### src/hdl/pfnc_pkg.sv
package pfnc_pkg;

   // fade depth and fixed-point format
   localparam int SHADE_LEVELS = 32;
   localparam int FADE_EXTRA   = 8;
   localparam int FADE_DIV     = SHADE_LEVELS + FADE_EXTRA;
   localparam int FRAC_BITS    = 16;

   // palette geometry
   localparam int PAL_DEPTH = 256;
   localparam int IDX_W     = $clog2(PAL_DEPTH);
   localparam int COMP_W    = 8;
   localparam int LEVEL_W   = 6;

   // squared distance of three components
   localparam int SQ_W   = 2 * COMP_W;
   localparam int DIST_W = SQ_W + 2;

   // step quotient and fade accumulators
   localparam int QUO_W     = COMP_W + FRAC_BITS;
   localparam int STEP_W    = QUO_W + 1;
   localparam int ACC_W     = QUO_W + 2;

   // rounded-up reciprocal of the step divisor, exact for any QUO_W-bit dividend
   localparam int     RECIP_SHIFT = QUO_W + $clog2(FADE_DIV);
   localparam int     RECIP_W     = QUO_W + 1;
   localparam longint RECIP_VAL   =
      ((longint'(1) << RECIP_SHIFT) + longint'(FADE_DIV) - 1) / longint'(FADE_DIV);
   localparam int     PROD_W      = COMP_W + RECIP_W;
   localparam logic [PROD_W-1:0] RECIP = PROD_W'(RECIP_VAL);

   // register port
   localparam int CSR_IDX_W  = 2;
   localparam int CSR_DATA_W = COMP_W;

   typedef enum logic [1:0] {
      CMD_WRITE  = 2'd0,
      CMD_LOOKUP = 2'd1,
      CMD_FADE   = 2'd2
   } cmd_type;

   typedef enum logic [CSR_IDX_W-1:0] {
      CSR_TARGET_RED   = 2'd0,
      CSR_TARGET_GREEN = 2'd1,
      CSR_TARGET_BLUE  = 2'd2
   } csr_index_type;

   typedef struct packed {
      logic [COMP_W-1:0] red;
      logic [COMP_W-1:0] green;
      logic [COMP_W-1:0] blue;
   } rgb_type;

   typedef struct packed {
      logic             en;
      logic [IDX_W-1:0] addr;
      rgb_type          data;
   } pal_wr_type;

   typedef struct packed {
      logic    start;
      rgb_type query;
   } scan_cmd_type;

   typedef struct packed {
      logic             done;
      logic [IDX_W-1:0] best;
   } scan_stat_type;

   typedef struct packed {
      logic              start;
      logic [COMP_W:0]   diff;
   } div_cmd_type;

   typedef struct packed {
      logic              done;
      logic [STEP_W-1:0] step;
   } div_stat_type;

endpackage

### src/hdl/pfnc_divider.sv
module pfnc_divider (
   input  logic                   clock,
   input  logic                   reset,
   input  pfnc_pkg::div_cmd_type  cmd,
   output pfnc_pkg::div_stat_type stat
);
   import pfnc_pkg::*;

   logic                 done_ff, done_in;
   logic                 neg_ff, neg_in;
   logic [PROD_W-1:0]    prod_ff, prod_in;
   logic [COMP_W:0]      mag_full;
   logic [QUO_W-1:0]     quo;

   always_comb begin
      done_in  = cmd.start;
      neg_in   = neg_ff;
      prod_in  = prod_ff;
      mag_full = cmd.diff[COMP_W] ? (~cmd.diff + 1'b1) : cmd.diff;

      if (cmd.start) begin
         // magnitude times the reciprocal, the dividend's fraction bits fold into the shift
         neg_in  = cmd.diff[COMP_W];
         prod_in = PROD_W'(mag_full[COMP_W-1:0]) * RECIP;
      end
   end

   always_ff @(posedge clock) begin
      if (reset) begin
         done_ff <= 1'b0;
      end else begin
         done_ff <= done_in;
      end
      neg_ff  <= neg_in;
      prod_ff <= prod_in;
   end

   assign quo = QUO_W'(prod_ff >> (RECIP_SHIFT - FRAC_BITS));

   // truncation toward zero: divide the magnitude, then restore the sign
   assign stat.done = done_ff;
   assign stat.step = neg_ff ? (~STEP_W'(quo) + 1'b1) : STEP_W'(quo);

endmodule

### config.mk
export PLATFORM = sky130hd
export DESIGN_NAME = pfnc_divider
export DESIGN_NICKNAME = d
export VERILOG_FILES = /design/src/hdl/pfnc_pkg.sv /design/src/hdl/pfnc_divider.sv
export SDC_FILE = /design/constraint.sdc
export NUM_CORES = 1
export LEC_CHECK = 0
export ABC_AREA = 1
export BUFFER_PORTS_ARGS = -buffer_cell sky130_fd_sc_hd__buf_4
export CAP_MARGIN = 30
export CELL_PAD_IN_SITES_DETAIL_PLACEMENT = 1
export CELL_PAD_IN_SITES_GLOBAL_PLACEMENT = 1
export CORE_MARGIN = 1
export CORE_UTILIZATION = 45
export DETAILED_ROUTE_END_ITERATION = 6
export GPL_TIMING_DRIVEN = 1
export PLACE_DENSITY = 0.93
export RECOVER_POWER = 25
export SYNTH_ARGS = -nofsm -noshare
export SYNTH_HDL_FRONTEND = slang
export SYNTH_SLANG_ARGS = --single-unit
### constraint.sdc
create_clock -name clock -period 5.74 [get_ports clock]
set_clock_uncertainty 0.2 [all_clocks]
set_input_delay 1.148 -clock clock [delete_from_list [all_inputs] [get_ports clock]]
set_output_delay 1.148 -clock clock [all_outputs]
set_load 0.005 [all_outputs]
-- Yosys cells after proc, flatten, opt, wreduce, memory -nomap -nowiden
Cells that the tools add are included.
- $add $sub $neg: 2
- multipliers: 1
- div/mod/pow operators: 0
- magnitude comparators: 0
- equal/unequal tests: 0
- shifts and indexed selects: 0
- muxes and demuxes: 2
- bitwise gates (word level): 2
- reductions and logical operators: 0
- operator list (operator ; count):
    8-bit by 24-bit multiplier with 32-bit output, second input constant ; 1
    25-bit by 1-bit adder with 25-bit output, second input constant ; 1
    25-bit 2-to-1 mux ; 1
    19-bit NOT with 25-bit output ; 1
    8-bit by 1-bit adder with 8-bit output, second input constant ; 1
    8-bit 2-to-1 mux ; 1
    8-bit NOT ; 1
- bits in registers: 34
- bits in latches: 0
- memory bits (writable): 0
- memory bits (read-only): 0
- bits of input ports: 12
- output and inout bits: 26
- word-level logic and storage cells: 10
- memories kept: 0

-- Depth between registers and ports, before layout
Gate-level depths: netlist (run 1).
- depth after elaboration: 4
- depth in mapped cells: 24
- depth with buffers taken out: 23

-- Worst setup path after synthesis (run 1)
OpenSTA, ideal clock, no wires.
- path kind: input port to flip-flop
- from: in cmd[0] in the netlist's numbering
- to: reg prod_ff[30], data pin
- setup time: 261 ps
- arrival: 4950 ps
- data required time: 5279 ps
- setup slack: 330 ps
- stages: 21
- path buffers: 0
- cell sequence: inv_1 > ha_1 > nand2_4 > o31ai_4 > xor2_2 > nand2_1 > clkinv_1 > nor2_1 > inv_2 > fa_1 > fa_1 > fa_1 > inv_1 > ha_1 > a21oi_1 > o21ai_0 > a21oi_1 > o21ai_4 > nand3_2 > nand2_1 > xor2_1
- longest elaborated chain between the ends: 4
- ends and longest elaborated chain (element ; line ; text):
    start, declared ; pfnc_divider.sv:4 ; input pfnc_pkg::div_cmd_type cmd,
    8-bit NOT ; pfnc_divider.sv:19 ; mag_full = cmd.diff[COMP_W] ? (~cmd.diff + 1'b1) : cmd.diff;
    8-bit by 1-bit adder with 8-bit output ; pfnc_divider.sv:19 ;
    8-bit 2-to-1 mux (*) ; pfnc_divider.sv:19 ;
    8-bit by 24-bit multiplier with 32-bit output (*) ; pfnc_divider.sv:24 ; prod_in = PROD_W'(mag_full[COMP_W-1:0]) * RECIP;
    end signal, assigned ; pfnc_divider.sv:35 ; prod_ff <= prod_in;
    end, declared ; pfnc_divider.sv:11 ; logic [PROD_W-1:0] prod_ff, prod_in;
Every way passes the cells marked *; elsewhere a longest branch is shown, timed or not.
A chain may end at the register's enable or synchronous reset.

-- Worst setup path after layout (run 1)
Ends and elaborated chain as after synthesis.

==> results of run 1 <==
-- cells in the final DEF (no fill, tap or decap), types with 2 or more instances in the layout --
cell type,n
sky130_fd_sc_hd__nand2_1,81
sky130_fd_sc_hd__inv_1,80
sky130_fd_sc_hd__buf_4,48
sky130_fd_sc_hd__ha_1,45
sky130_fd_sc_hd__nor2_1,29
sky130_fd_sc_hd__xor2_1,23
sky130_fd_sc_hd__a21oi_1,20
sky130_fd_sc_hd__edfxtp_1,20
sky130_fd_sc_hd__fa_1,16
sky130_fd_sc_hd__o21ai_0,14
sky130_fd_sc_hd__nand3_1,13
sky130_fd_sc_hd__xnor2_1,10
sky130_fd_sc_hd__nand4_1,5
sky130_fd_sc_hd__o21ai_1,4
sky130_fd_sc_hd__nand2_2,4
sky130_fd_sc_hd__a31oi_1,4
sky130_fd_sc_hd__clkbuf_8,3
sky130_fd_sc_hd__inv_2,2
sky130_fd_sc_hd__nand2_4,2
sky130_fd_sc_hd__nor2_2,2
sky130_fd_sc_hd__a21oi_4,2
sky130_fd_sc_hd__clkbuf_1,2
-- what timing repair did --
| action | CTS | global route |
|---|---|---|
| setup buffers | 0 | 1 |
| endpoints found under the hold margin | 0 | 0 |
| gates resized for setup | 0 | 11 |
| endpoints found under the setup margin | 0 | 14 |
-- metal layers --
| metal | GRT usage (%) | vias up |
|---|---|---|
| li1 | - | 1383 |
| met4 | 13.0 | 0 |
| met2 | 48.1 | 72 |
| met3 | 2.12 | 29 |
| met5 | 0 | - |
| met1 | 22.9 | 1307 |
-- state kept, by name, summed over array words and instances (netlist names) --
name     flops
done_ff      1
neg_ff       1
prod_ff     19
-- power breakdown --
group	switching (uW)	internal [uW]	total [uW]
Combinational	1160	758	1920
Clock	46.6	49.6	96.2
Sequential	58.3	331	389
-- logic make-up after synthesis --
logic type	Yosys count	synth area share, %
simple gates	143	19.9
compound gates	54	11.2
flops	21	19.5
xor+xnor	34	9.61
fa+ha+maj	63	28.6
buf+inv	89	11.1
-- area by class of cell --
| type | count | area share [%] |
|---|---|---|
| clock buffer | 4 | 1.22 |
| inverter | 83 | 8.41 |
| multi-input combinational | 294 | 60.6 |
| sequential | 21 | 16.8 |
| tap | 96 | 3.24 |
| timing repair buffer | 49 | 9.83 |
-- worst paths after layout --
kind	from	end	slack, ns	cells after the start
worst max-delay path	cmd[0]	prod_ff[30]	0.18	21
worst min-delay path	reset	done_ff	0.83	2
-- metrics by stage --
step	utilization (%)	setup slack [ns]
3_3_place_gp	53.2	0.0278
6_report	54.5	0.183
3_5_place_dp	53.2	-0.183
4_1_cts	53.9	0.0818
2_1_floorplan	-	0.330
5_1_grt	54.5	-0.0270
==> reports/results.txt, run 1 <==
Setup Viol. Count Final -> 0
CP arrival -> 5.37 ns
area growth from synthesis to layout -> 16.6%
Peak supply drop -> 0.000280 V
area taken by multi-input logic gates -> 0.00224 mm^2
total number of H-tree levels -> 1
first-pass GRT wire length -> 13500 um
largest incremental delay on the critical path -> 0.54 ns
Crit path buffers/inverters -> 4
Async S/R FF share, synth -> 0%
final number of max-transition violations -> 0
height of the die -> 86.0 um
sequential area share after synthesis -> 19.5%
number of buffers added by the clock tree synthesis step -> 3
library cell with the highest instance count after synthesis -> sky130_fd_sc_hd__nand2_1
uppermost routed layer -> met4
number of standard cells in the final layout excluding fillers -> 547
Max-cap violations -> 0
Final Wtd Congestion -> 0.931
Port-buffer cells -> 37
number of antenna violations at the first check in global routing -> 0
Core Area -> 0.00679 mm^2
total design power -> 2410 uW
global-route usage over all layers -> 23.6%
Synth top area share -> 18.9%
post-synthesis cell type with the largest combined area -> sky130_fd_sc_hd__edfxtp_1
total of warnings raised by yosys -> 0
Wirelength per Cell -> 15.2 um
drt initial violations -> 77
Sum Neg Setup Slack -> 0 ns
critical path's most frequent cell -> sky130_fd_sc_hd__fa_1
Total Die Area -> 0.00740 mm^2
starting density of the core -> 46.8%
CTS tree -> done
post-route fraction of the period consumed by the critical path -> 96.8%
CP top delay family -> adder cells
number of nets still failing antenna checks after routing -> 0
worst-path cell chain -> buf_4, inv_1, ha_2, nand2_4, o31ai_4, xor2_2, nor2_1, nor2_1, inv_2, fa_1, fa_1, fa_1, inv_1, ha_1, nand2_1, o21ai_0, a21oi_1, o21ai_4, nand3_2, nand2_1, xor2_1
commonest register cell after synthesis -> sky130_fd_sc_hd__edfxtp_1
EDFF count, synth -> 20
sum of routed wire segments on met1 -> 3150 um
hpwl dp -> 7400 um
most used standard cells in the synthesized netlist -> sky130_fd_sc_hd__nand2_1, sky130_fd_sc_hd__inv_1, sky130_fd_sc_hd__ha_1
residual overflow from global routing -> 0
mapped cell area -> 0.00318 mm^2
slowest stage cell on the critical path -> sky130_fd_sc_hd__fa_1
final design area excluding fillers -> 0.00370 mm^2
net count after synthesis -> 479
total via count after detailed routing -> 2791
CP Class -> in -> reg
clock tree buffer depth -> 2
total I/O pin count -> 38
total length of routed wires -> 8330 um
worst hold-check path type -> in -> reg
CP required -> 5.55 ns
hold buffer count at cts -> 0
post-synthesis instance total -> 404
final count of hold timing violations -> 0
pin count of the biggest net entering global routing -> 22
sink count of the clock tree -> 21
via count of the first global-routing pass -> 3014
FF/Latch Area -> 621 um^2
met3 routed WL -> 174 um
achievable frequency -> 0.180 GHz
CP Max Fanout -> 4
number of antenna diodes -> 0
vias per std cell -> 5.10
fraction of final layout cells sized beyond drive strength 1 -> 17.5%
Power Density -> 650 mW/mm^2
Worst Setup Start Kind -> input pin
remaining max-slew budget at the tightest pin -> 32.1%
main area contributors after synthesis -> sky130_fd_sc_hd__edfxtp_1, sky130_fd_sc_hd__ha_1, sky130_fd_sc_hd__fa_1, sky130_fd_sc_hd__nand2_1, sky130_fd_sc_hd__inv_1
register clock-pin slew on the reported worst setup and hold paths -> 0.07 ns
die width -> 86.0 um
final worst path period need -> 5.56 ns
Post-Syn Area per Cell -> 7.86 um^2
RSZ-0062 raised after global routing -> yes
crit path capture type -> flop
number of placed instances, taps included -> 542
register bit count reported by yosys -> 21
number of iterations in the first detailed-routing pass -> 4
post-synthesis cell type count -> 40
row cnt -> 30
met2 wire length -> 4630 um
status -> finished, final reports clean
static power due to leakage -> 0.00196 uW
placed cell areas -> 0.00361 mm^2
tightest hold margin -> 0.828 ns
transition time at the pin with the least slew margin -> 1.02 ns
DRC violations left -> 0
clock tree root buffer cell -> sky130_fd_sc_hd__clkbuf_8
final-layout fill cell count -> 858
number of nets in the finished design -> 527
(Power assumes the default switching activity.)
==> run 2: changes to the inputs <==
ABC_AREA = default   (was 1)
CORE_UTILIZATION = 46   (was 45)
PLACE_DENSITY = 0.92   (was 0.93)
==> reports/results.txt, run 2 <==
status -> complete, but fails checks
violations in the final reports -> negative setup slack
Wirelength per Cell -> 24.1 um (+58%)
CP arrival -> 5.83 ns (+0.46 ns)
fraction of final layout cells sized beyond drive strength 1 -> 39.4% (+22 points)
sequential area share after synthesis -> 20.7% (+1.2 points)
library cell with the highest instance count after synthesis -> sky130_fd_sc_hd__inv_1
CP Max Fanout -> 4 (unchanged)
hpwl dp -> 7570 um (+2.2%)
number of iterations in the first detailed-routing pass -> 4 (unchanged)
number of buffers added by the clock tree synthesis step -> 3 (unchanged)
number of nets still failing antenna checks after routing -> 0 (unchanged)
Total Die Area -> 0.00684 mm^2 (-7.6%)
number of antenna violations at the first check in global routing -> 0 (unchanged)
registers with the highest flip-flop counts -> prod_ff (19), done_ff (1), neg_ff (1)
total via count after detailed routing -> 3080 (+10%)
register bit count reported by yosys -> 21 (unchanged)
pin count of the biggest net entering global routing -> 26 (+18%)
Post-Syn Area per Cell -> 9.10 um^2 (+16%)
CTS tree -> done
clock tree buffer depth -> 2 (unchanged)
post-synthesis cell type with the largest combined area -> sky130_fd_sc_hd__edfxtp_1
post-synthesis instance total -> 329 (-19%)
row cnt -> 29 (-3.3%)
Max-cap violations -> 0 (unchanged)
start point of the critical path -> cmd[1]
Core Area -> 0.00631 mm^2 (-7.1%)
final number of max-transition violations -> 0 (unchanged)
main area contributors after synthesis -> sky130_fd_sc_hd__edfxtp_1, sky130_fd_sc_hd__ha_1, sky130_fd_sc_hd__fa_1, sky130_fd_sc_hd__xnor2_1, sky130_fd_sc_hd__inv_1
final worst path period need -> 5.92 ns (+0.365 ns)
final-layout fill cell count -> 688 (-20%)
most crowded layer after global routing -> met2
via count of the first global-routing pass -> 2987 (-0.90%)
CP required -> 5.65 ns (+0.10 ns)
crit path capture type -> flop
CP Class -> in -> reg
RSZ-0062 raised after global routing -> yes
Port-buffer cells -> 37 (unchanged)
most used cells in the layout excluding fill and tap cells -> sky130_fd_sc_hd__buf_4, sky130_fd_sc_hd__inv_1, sky130_fd_sc_hd__ha_1
number of nets in the finished design -> 497 (-5.7%)
die width -> 82.7 um (-3.9%)
met1 Track Usage GR -> 26.1% (+3.2 points)
first-pass GRT wire length -> 14400 um (+6.5%)
achievable frequency -> 0.169 GHz (-6.2%)
net count after synthesis -> 404 (-16%)
total number of H-tree levels -> 1 (unchanged)
commonest register cell after synthesis -> sky130_fd_sc_hd__edfxtp_1
vias per std cell -> 6.18 (+21%)
Final Wtd Congestion -> 0.854 (-8.2%)
total of warnings raised by yosys -> 0 (unchanged)
largest register by flop count -> prod_ff
post-synthesis cell type count -> 52 (+30%)
residual overflow from global routing -> 0 (unchanged)
total length of routed wires -> 12000 um (+44%)
sink count of the clock tree -> 21 (unchanged)
max reg flops -> 19 (unchanged)
global-route usage over all layers -> 28.7% (+5.1 points)
area taken by multi-input logic gates -> 0.00254 mm^2 (+13%)
placement-stage worst setup slack -> -0.680 ns (-0.497 ns)
DRC violations left -> 0 (unchanged)
Synth top area share -> 20.1% (+1.2 points)
Async S/R FF share, synth -> 0% (unchanged)
global-route met3 utilization -> 2.20% (+0.080 points)
min setup slack post-route -> -0.181 ns (-0.365 ns)
most used standard cells in the synthesized netlist -> sky130_fd_sc_hd__inv_1, sky130_fd_sc_hd__ha_1, sky130_fd_sc_hd__xnor2_1
drt initial violations -> 110 (+43%)
Setup crit end -> prod_ff[32]
hold buffer count at cts -> 0 (unchanged)
area growth from synthesis to layout -> 42.2%
Setup Viol. Count Final -> 15 (+15)
transition time at the pin with the least slew margin -> 1.07 ns (+0.0506 ns)
global routing usage on met2 -> 60.7% (+13 points)
worst hold-check path type -> in -> reg
remaining max-slew budget at the tightest pin -> 28.7% (-3.4 points)
total I/O pin count -> 38 (unchanged)
tightest hold margin -> 0.849 ns (+0.0216 ns)
Worst Setup Start Kind -> input pin
clock tree root buffer cell -> sky130_fd_sc_hd__clkbuf_8
starting density of the core -> 47.4% (+0.66 points)
FF/Latch Area -> 621 um^2 (unchanged)
final count of hold timing violations -> 0 (unchanged)
register clock-pin slew on the reported worst setup and hold paths -> 0.07 ns (about the same)
mapped cell area -> 0.00299 mm^2 (-5.8%)
post-route fraction of the period consumed by the critical path -> 103% (+6.4 points)
height of the die -> 82.7 um (-3.9%)
number of antenna diodes -> 0 (unchanged)
most common cell after layout, fill and taps aside -> sky130_fd_sc_hd__buf_4
EDFF count, synth -> 20 (unchanged)
[run 2: cell types whose count changed after synthesis, moves of 9 or more]
cell	previous run	this run
sky130_fd_sc_hd__a21o_1	1	10
sky130_fd_sc_hd__a21oi_1	21	10
sky130_fd_sc_hd__inv_1	80	51
sky130_fd_sc_hd__nand2_1	82	24
sky130_fd_sc_hd__nor2_1	30	13
sky130_fd_sc_hd__xnor2_1	10	27
sky130_fd_sc_hd__xor2_1	23	8
[run 2: cells by family after synthesis]
| kind of cell | Yosys count | synth area share [%] |
|---|---|---|
| buf+inv | 62 | 8.48 |
| xor+xnor | 35 | 10.2 |
| simple gates | 71 | 12.0 |
| mux | 2 | 0.752 |
| flops | 21 | 20.7 |
| fa+ha+maj | 63 | 30.3 |
| compound gates | 75 | 17.4 |
[run 2: per-stage QoR]
stage | instances | setup TNS [ns] | cell area [um^2] | utilization, %
global placement | 489 | -3.09 | 3780 | 59.9
global route | 498 | -3.11 | 4260 | 67.5
detailed placement | 489 | -8.44 | 3780 | 59.9
floorplan | 329 | -0.0303 | 3050 | -
finish | 498 | -0.952 | 4260 | 67.5
CTS | 494 | 0 | 4050 | 64.1
[run 2: final cells by class]
class	count	share of cell area, %
well taps	77	2.26
clock buffers	3	0.969
repair buffers	98	17.6
flip-flops and latches	21	14.6
inverters	52	4.76
multi-input cells	246	59.7
clock inverters	1	0.118
[run 2: what timing repair did]
| action | in CTS | in global routing |
|---|---|---|
| buffers inserted | 1 | 4 |
| endpoints found under the setup margin | 19 | 19 |
| endpoints found under the hold margin | 0 | 0 |
| resized for setup | 45 | 40 |
| gates cloned | 0 | 0 |
| pin swaps | 28 | 17 |
[run 2: worst min-delay path by stage]
stage,startpoint,to,slack [ns],depth (start not counted)
final,reset,done_ff,0.85,2
after global routing,reset,done_ff,0.85,2
after CTS,reset,done_ff,0.84,2
after detailed placement,reset,done_ff,1.11,2
after global placement,reset,done_ff,1.10,2
after floorplan,reset,done_ff,1.02,1
[run 2: metal layers]
layer / wire length, um / vias up
met5: 0 / -
met4: 835 / 0
met3: 492 / 73
met2: 6640 / 157
met1: 4040 / 1511
li1: - / 1339
[run 2: critical path, cell delays in order]
cell                      delay, ns
sky130_fd_sc_hd__buf_8         0.10
sky130_fd_sc_hd__inv_6         0.05
sky130_fd_sc_hd__ha_4          0.12
sky130_fd_sc_hd__or3b_4        0.41
sky130_fd_sc_hd__o31ai_4       0.27
sky130_fd_sc_hd__xnor2_2       0.17
sky130_fd_sc_hd__inv_2         0.12
sky130_fd_sc_hd__xnor2_4       0.20
sky130_fd_sc_hd__inv_2         0.07
sky130_fd_sc_hd__fa_1          0.46
sky130_fd_sc_hd__fa_1          0.53
sky130_fd_sc_hd__fa_1          0.56
sky130_fd_sc_hd__inv_2         0.07
sky130_fd_sc_hd__ha_4          0.28
sky130_fd_sc_hd__buf_4         0.13
sky130_fd_sc_hd__nand2_1       0.09
sky130_fd_sc_hd__or3_1         0.43
sky130_fd_sc_hd__o22a_1        0.25
sky130_fd_sc_hd__a211o_1       0.28
sky130_fd_sc_hd__nand4_1       0.09
Power of run 2 is left out: the tool's default activity adds up to more than one toggle a clock period on the data nets, which glitch-free logic cannot reach.
